<file path="src/hdl/pbrd_pkg.sv">
`default_nettype none

package pbrd_pkg;

   localparam int unsigned BYTE_W  = 8;
   localparam int unsigned LIMIT_W = 15;
   localparam int unsigned SRC_W   = 16;

   // tdata widths, padded to whole bytes
   localparam int unsigned REQ_DATA_W = 8;
   localparam int unsigned RSP_DATA_W = 32;

   typedef enum logic [1:0] {
      PH_CONTROL,
      PH_LITERAL,
      PH_REPEAT,
      PH_DONE
   } phase_type;

   typedef struct packed {
      phase_type            phase;
      logic [BYTE_W-1:0]    lit_left;
      logic [BYTE_W-1:0]    pend_repeat;
      logic [LIMIT_W-1:0]   out_count;
      logic [SRC_W-1:0]     src_count;
   } state_type;

   typedef struct packed {
      logic [SRC_W-1:0]     bytes_consumed;
      logic [BYTE_W-1:0]    repeat_count;
      logic [BYTE_W-1:0]    out_byte;
      logic                 done_res;
   } result_type;

   localparam state_type STATE_CLEAR = '{
      phase:       PH_CONTROL,
      lit_left:    '0,
      pend_repeat: '0,
      out_count:   '0,
      src_count:   '0
   };

endpackage

`default_nettype wire

</file>
<file path="src/hdl/pbrd_step.sv">
`default_nettype none

module pbrd_step
   import pbrd_pkg::*;
(
   input  state_type          state_cur,
   input  logic [BYTE_W-1:0]  src_byte,
   input  logic               restart,
   input  logic [LIMIT_W-1:0] output_limit,
   output state_type          state_nxt,
   output logic               res_hit,
   output result_type         res
);

   state_type           cur;
   logic [LIMIT_W-1:0]  room;
   logic [BYTE_W-1:0]   cnt;
   logic                is_data;
   logic [LIMIT_W:0]    sum;
   logic [LIMIT_W-1:0]  new_count;
   logic [BYTE_W-1:0]   left_dec;

   always_comb begin
      cur       = restart ? STATE_CLEAR : state_cur;
      state_nxt = cur;
      res_hit   = 1'b0;
      res       = '0;
      cnt       = '0;
      is_data   = 1'b0;
      room      = output_limit - cur.out_count;
      left_dec  = (cur.lit_left != '0) ? cur.lit_left - 8'd1 : '0;
      sum       = '0;
      new_count = cur.out_count;

      if (cur.phase == PH_DONE || cur.out_count >= output_limit) begin
         state_nxt.phase    = PH_DONE;
         res_hit            = 1'b1;
         res.done_res       = 1'b1;
         res.bytes_consumed = cur.src_count;
      end else begin
         if (cur.src_count != '1) begin
            state_nxt.src_count = cur.src_count + 16'd1;
         end
         unique case (cur.phase)
            PH_CONTROL: begin
               if (!src_byte[7]) begin
                  state_nxt.lit_left = {1'b0, src_byte[6:0]} + 8'd1;
                  state_nxt.phase    = PH_LITERAL;
               end else begin
                  state_nxt.pend_repeat = BYTE_W'(9'd257 - {1'b0, src_byte});
                  state_nxt.phase       = PH_REPEAT;
               end
            end
            PH_LITERAL: begin
               is_data            = 1'b1;
               cnt                = 8'd1;
               state_nxt.lit_left = left_dec;
               if (left_dec == '0) begin
                  state_nxt.phase = PH_CONTROL;
               end
            end
            PH_REPEAT: begin
               is_data = 1'b1;
               if ({7'b0, cur.pend_repeat} > room) begin
                  cnt = room[BYTE_W-1:0];
               end else begin
                  cnt = cur.pend_repeat;
               end
               state_nxt.pend_repeat = '0;
               state_nxt.phase       = PH_CONTROL;
            end
            PH_DONE: begin
               is_data = 1'b0;
            end
         endcase

         if (is_data) begin
            sum                 = {1'b0, cur.out_count} + {8'b0, cnt};
            new_count           = sum[LIMIT_W-1:0];
            state_nxt.out_count = new_count;
            res_hit             = 1'b1;
            res.out_byte        = src_byte;
            res.repeat_count    = cnt;
            res.bytes_consumed  = state_nxt.src_count;
            if (new_count >= output_limit) begin
               res.done_res       = 1'b1;
               state_nxt.phase    = PH_DONE;
               state_nxt.lit_left = '0;
            end
         end
      end
   end

endmodule

`default_nettype wire

</file>
<file path="src/hdl/packbits_run_decoder_core.sv">
`default_nettype none

// channel | direction | handshake          | payload
// req     | in        | req_tvalid/tready  | tdata src_byte, tuser restart
// rsp     | out       | rsp_tvalid/tready  | tdata out_byte, repeat_count, bytes_consumed;
//         |           |                    | tuser done_res
// csr     | in        | csr_valid/ready    | csr_data output_limit
//
// one request per cycle while the skid is empty; a result is registered before it leaves
// the decode step is one pass of logic from the request to the state and result registers
// a two-entry output (result register plus skid) keeps req_tready from the rsp side
// reset clears decode state, output limit and both output entries
// csr writes are always taken and apply to the next request

module packbits_run_decoder_core
   import pbrd_pkg::*;
(
   input  wire logic                  clock,
   input  wire logic                  reset,
   input  wire logic                  req_tvalid,
   output logic                       req_tready,
   input  wire logic [REQ_DATA_W-1:0] req_tdata,   // [7:0] src_byte
   input  wire logic                  req_tuser,   // [0] restart
   output logic                       rsp_tvalid,
   input  wire logic                  rsp_tready,
   output logic [RSP_DATA_W-1:0]      rsp_tdata,   // [7:0] out_byte, [15:8] repeat_count,
                                                   // [31:16] bytes_consumed
   output logic                       rsp_tuser,   // [0] done_res
   input  wire logic                  csr_valid,
   output logic                       csr_ready,
   input  wire logic [LIMIT_W-1:0]    csr_data
);

   state_type          state_ff, state_in, state_step;
   logic [LIMIT_W-1:0] limit_ff, limit_in;
   result_type         out_ff, out_in, skid_ff, skid_in, res;
   logic               out_valid_ff, out_valid_in, skid_valid_ff, skid_valid_in;
   logic               res_hit, req_fire, rsp_fire, push;

   pbrd_step u_step (
      .state_cur    (state_ff),
      .src_byte     (req_tdata[BYTE_W-1:0]),
      .restart      (req_tuser),
      .output_limit (limit_ff),
      .state_nxt    (state_step),
      .res_hit      (res_hit),
      .res          (res)
   );

   assign csr_ready  = 1'b1;
   assign req_tready = !skid_valid_ff;
   assign rsp_tvalid = out_valid_ff;
   assign rsp_tdata  = {out_ff.bytes_consumed, out_ff.repeat_count, out_ff.out_byte};
   assign rsp_tuser  = out_ff.done_res;

   assign req_fire = req_tvalid && req_tready;
   assign rsp_fire = out_valid_ff && rsp_tready;
   assign push     = req_fire && res_hit;

   always_comb begin
      limit_in      = (csr_valid && csr_ready) ? csr_data : limit_ff;
      state_in      = req_fire ? state_step : state_ff;
      out_in        = out_ff;
      out_valid_in  = out_valid_ff;
      skid_in       = skid_ff;
      skid_valid_in = skid_valid_ff;
      if (skid_valid_ff) begin
         if (rsp_fire) begin
            out_in        = skid_ff;
            skid_valid_in = 1'b0;
         end
      end else if (push) begin
         if (!out_valid_ff || rsp_fire) begin
            out_in       = res;
            out_valid_in = 1'b1;
         end else begin
            skid_in       = res;
            skid_valid_in = 1'b1;
         end
      end else if (rsp_fire) begin
         out_valid_in = 1'b0;
      end
   end

   always_ff @(posedge clock) begin
      if (reset) begin
         state_ff      <= STATE_CLEAR;
         limit_ff      <= '0;
         out_valid_ff  <= 1'b0;
         skid_valid_ff <= 1'b0;
      end else begin
         state_ff      <= state_in;
         limit_ff      <= limit_in;
         out_valid_ff  <= out_valid_in;
         skid_valid_ff <= skid_valid_in;
      end
      out_ff  <= out_in;
      skid_ff <= skid_in;
   end

   a_skid_needs_out: assert property (@(posedge clock) disable iff (reset)
      skid_valid_ff |-> out_valid_ff)
      else $error("skid entry held without a result in the output register");

   a_literal_left: assert property (@(posedge clock) disable iff (reset)
      state_ff.phase == PH_LITERAL |-> state_ff.lit_left != '0)
      else $error("literal phase with no literal bytes left");

   a_repeat_len: assert property (@(posedge clock) disable iff (reset)
      state_ff.phase == PH_REPEAT |->
         (state_ff.pend_repeat >= 8'd2 && state_ff.pend_repeat <= 8'd129))
      else $error("pending run length out of range");

   a_control_clean: assert property (@(posedge clock) disable iff (reset)
      state_ff.phase == PH_CONTROL |-> state_ff.lit_left == '0)
      else $error("control phase with literal bytes outstanding");

   a_done_zero_count: assert property (@(posedge clock) disable iff (reset)
      (out_valid_ff && out_ff.repeat_count == '0) |-> out_ff.done_res)
      else $error("empty result without done");

endmodule

`default_nettype wire
</file>
<file path="config.mk">
export PLATFORM = sky130hd
export DESIGN_NAME = packbits_run_decoder_core
export DESIGN_NICKNAME = d
export VERILOG_FILES = /design/src/hdl/pbrd_pkg.sv /design/src/hdl/pbrd_step.sv /design/src/hdl/packbits_run_decoder_core.sv
export SDC_FILE = /design/constraint.sdc
export NUM_CORES = 1
export LEC_CHECK = 0
export BUFFER_PORTS_ARGS = -buffer_cell sky130_fd_sc_hd__buf_2
export CORE_MARGIN = 5
export CORE_UTILIZATION = 60
export DETAILED_ROUTE_END_ITERATION = 6
export PLACE_DENSITY = 0.85
export SETUP_SLACK_MARGIN = 0.05
export SYNTH_ARGS = -nofsm -noshare
export SYNTH_HDL_FRONTEND = slang
export SYNTH_SLANG_ARGS = --single-unit
</file>
<file path="constraint.sdc">
create_clock -name clock -period 17.8 [get_ports clock]
set_input_delay 1.78 -clock clock [delete_from_list [all_inputs] [get_ports clock]]
set_output_delay 1.78 -clock clock [all_outputs]
set_load 0.03 [all_outputs]
</file>
==> flow_metrics.env <==
export IMPL_ctsResizeCount=0
export IMPL_track_usage=0.266
export IMPL_dieWidth_microns=130
export IMPL_drive_gt1_frac=0.147
export IMPL_fill_cells=1097
export IMPL_cts_tree="yes"
export IMPL_worstMarginPinSlew_ns=0.836
export IMPL_yosys_warnings=0
export IMPL_power_frac_comb=0.200
export IMPL_seq_area_frac_synth=0.379
export IMPL_final_common_cell="nand2_1"
export IMPL_pwr_share_clk=0.412
export IMPL_ff2ff_setup_slack_ns=9.36
export IMPL_path_clk_slew_ns=0.06
export IMPL_slew_limit_headroom=0.441
export IMPL_clock_sinks=132
export IMPL_root_buffer="clkbuf_16"
export IMPL_gp_congestion=0.983
export IMPL_dp_hpwl_microns=16200
export IMPL_portBuffers=63
export IMPL_die_h_microns=130
export IMPL_num_rows=44
export IMPL_wl_microns=22600
export IMPL_fin_crit_sh=0.576
export IMPL_switching_share=0.306
export IMPL_crit_type="input port to flop"
export IMPL_switchingPower_w=0.000274
export IMPL_synth_edf_count=66
export IMPL_final_cell_mix="nand2_1 (107), nor2_1 (89), dfxtp_1 (66), edfxtp_1 (66), buf_2 (63)"
export IMPL_cp_end_kind="flop"
export IMPL_skew_ns=0.00774
export IMPL_routedWlPerCell_microns=18.5
export IMPL_cp_arrival_ns=10.60
export IMPL_crit_path_max_fanout=46
export IMPL_clockBufferDepth=2
export IMPL_grt_max_degree=60
export IMPL_p_int_w=0.000622
export IMPL_first_iter_violations=770
export IMPL_fmax_ghz=0.0976
export IMPL_min_delay_start="state_ff[9]"
export IMPL_outcome="finished, final reports clean"
export IMPL_antenna_found_initial=0
export IMPL_netlist_area_sq_um=8710
export IMPL_synthFlopType="edfxtp_1"
export IMPL_yosysUniqueCellTypes=83
export IMPL_finalHoldWorstSlack_ns=0.478
export IMPL_clk_latency_ns=0.43
export IMPL_finalHoldViolations=0
export IMPL_critPathRequiredTime_ns=18.16
export IMPL_htree_levels=4
export IMPL_worstRegToRegCells=33
export IMPL_syn_inst=980
export IMPL_core_sq_um=14400
export IMPL_p_leak_nw=3.96
export IMPL_ctsHoldBuffers=0
export IMPL_vias=7663
export IMPL_cts_setup_buffers=0
export IMPL_crit_slowest_cell="a211oi_1"
export IMPL_synthesis_nets=1069
export IMPL_grt_pass1_wl_microns=35700
export IMPL_drc=0
export IMPL_drt_pre_antenna_iters=5
export IMPL_min_to="state_ff[9]"
export IMPL_r2r_end="state_ff[46]"
export IMPL_rr_startpoint="state_ff[16]"
export IMPL_antenna_cells=0
export IMPL_synth_async_sr_flop_share=0
export IMPL_finalSetupViolCount=0
export IMPL_post_route_util=0.676
export IMPL_numCtsBuffers=17
export IMPL_grt_pass1_vias=7036
export IMPL_start_util=0.606
export IMPL_holdPathStages=2
export IMPL_synth_seq_cells=132
export IMPL_drv_slew=0
export IMPL_nNetsFinal=1114
export IMPL_syn2layout_area_growth_pct=11.5
export IMPL_postRouteAntennaNets=0
export IMPL_slowest_delay_ns=0.62
export IMPL_grt_ovfl_total=0
export IMPL_setup_tns_ns=0
export IMPL_ios=65
export IMPL_hp_class="flop to flop"
export IMPL_rsz0062_at_grt="no"
export IMPL_seq_power_share=0.388
export IMPL_dieArea_sq_um=17000
export IMPL_postSynthAreaPerCell_sq_um=8.89
export IMPL_fin_crit_ns=10.25
export IMPL_power_density_nw_per_um2=92.3
export IMPL_routed_via_density=6.27
export IMPL_maxCapViolCount=0
export IMPL_vdd_ir_drop_max_mv=0.0642
export IMPL_cp_start_kind="input port"
-- layout make-up --
cell class,count,area (sq um),area share
well taps,184,230,0.0237
clock inverters,15,193,0.0198
clock buffers,17,425,0.0438
multi-input cells,744,4950,0.510
inverters,56,210,0.0216
flip-flops and latches,132,3300,0.340
repair buffers,74,398,0.0410
-- cell usage after synthesis, types with 6 or more instances --
cell type    n  area (sq um)
nor3_1      24           120
a21oi_1     53           265
o21a_1       8          60.1
nor2b_1     26           163
o21ai_0     48           240
a31oi_1      6          37.5
or3_1        6          37.5
mux2i_1     24           240
o22ai_1      7          43.8
ha_1        58           726
o2bb2ai_1    6          52.6
dfxtp_1     66          1320
or2_2        6          37.5
a22oi_1     14           105
a211oi_1     8          60.1
clkbuf_1    30           113
xnor2_1     31           272
nor2_1      89           334
o31ai_1     13          97.6
inv_1       54           203
edfxtp_1    66          1980
nand2_1    107           402
and3_1      12          75.1
nand3_1     29           145
nand4_1     13          81.3
nand2b_1     7          43.8
o211ai_1     6          45.0
mux2_2      16           180
and2_1      14          87.6
xor2_1      15           131
a21o_1       8          60.1
-- power by group through the flow --
stage | Sequential, W | Combinational (W) | Clock (W)
2_1_floorplan | 0.000374 | 0.000111 | 0
3_3_place_gp | 0.000353 | 0.000172 | 0
3_5_place_dp | 0.000354 | 0.000175 | 0
4_1_cts | 0.000348 | 0.000177 | 0.000372
5_1_grt | 0.000349 | 0.000194 | 0.000388
6_report | 0.000348 | 0.000180 | 0.000369
-- state kept, by name (all words and copies together), names as in the netlist --
signal / flops
state_ff: 49
limit_ff: 15
rsp_tuser: 1
rsp_tdata: 32
skid_valid_ff: 1
skid_ff: 33
rsp_tvalid: 1
-- routing by layer --
layer	track usage	vias to the layer above	wire (microns)
met2	0.427	370	10200
met3	0.0504	53	1960
met5	0	-	0
met4	0.0829	0	529
met1	0.366	3595	9860
li1	-	3645	-
-- logic make-up (layout without fill, tap and decap cells) --
family                   Yosys count  in the layout  share of synthesized area
AND/OR/NAND/NOR                  360            360                      0.202
AO/OA/AOI/OAI                    237            237                      0.182
flip-flops                       132            132                      0.379
buffers and inverters            104            162                     0.0531
adder cells (fa/ha/maj)           60             60                     0.0879
XOR/XNOR                          46             46                     0.0463
multiplexers                      40             40                     0.0483
other                              1              1                   0.000430
-- worst max-delay path: cells and delay by family --
| family | cells | cell delay (ns) |
|---|---|---|
| AO/OA/AOI/OAI | 16 | 3.94 |
| XOR/XNOR | 2 | 0.40 |
| adder cells (fa/ha/maj) | 5 | 1.75 |
| buffers and inverters | 4 | 0.91 |
| multiplexers | 1 | 0.34 |
| AND/OR/NAND/NOR | 8 | 1.46 |
-- worst max path at each step --
stage	startpoint	to
floorplan	req_tuser	rsp_tuser
global placement	req_tuser	state_ff[42]
detailed placement	req_tuser	state_ff[46]
CTS	req_tuser	state_ff[46]
global route	req_tuser	state_ff[43]
finish	req_tuser	state_ff[46]
-- through the flow --
step           cells  instance area, sq um  setup slack (ns)  power (W)
2_1_floorplan    980                  8710              7.97   0.000485
3_3_place_gp    1190                  9100              7.67   0.000525
3_5_place_dp    1190                  9100              7.36   0.000529
4_1_cts         1222                  9710              7.73   0.000896
5_1_grt         1222                  9710              6.89   0.000931
6_report        1222                  9710              7.55   0.000897
Power figures use the tool's default switching activity.
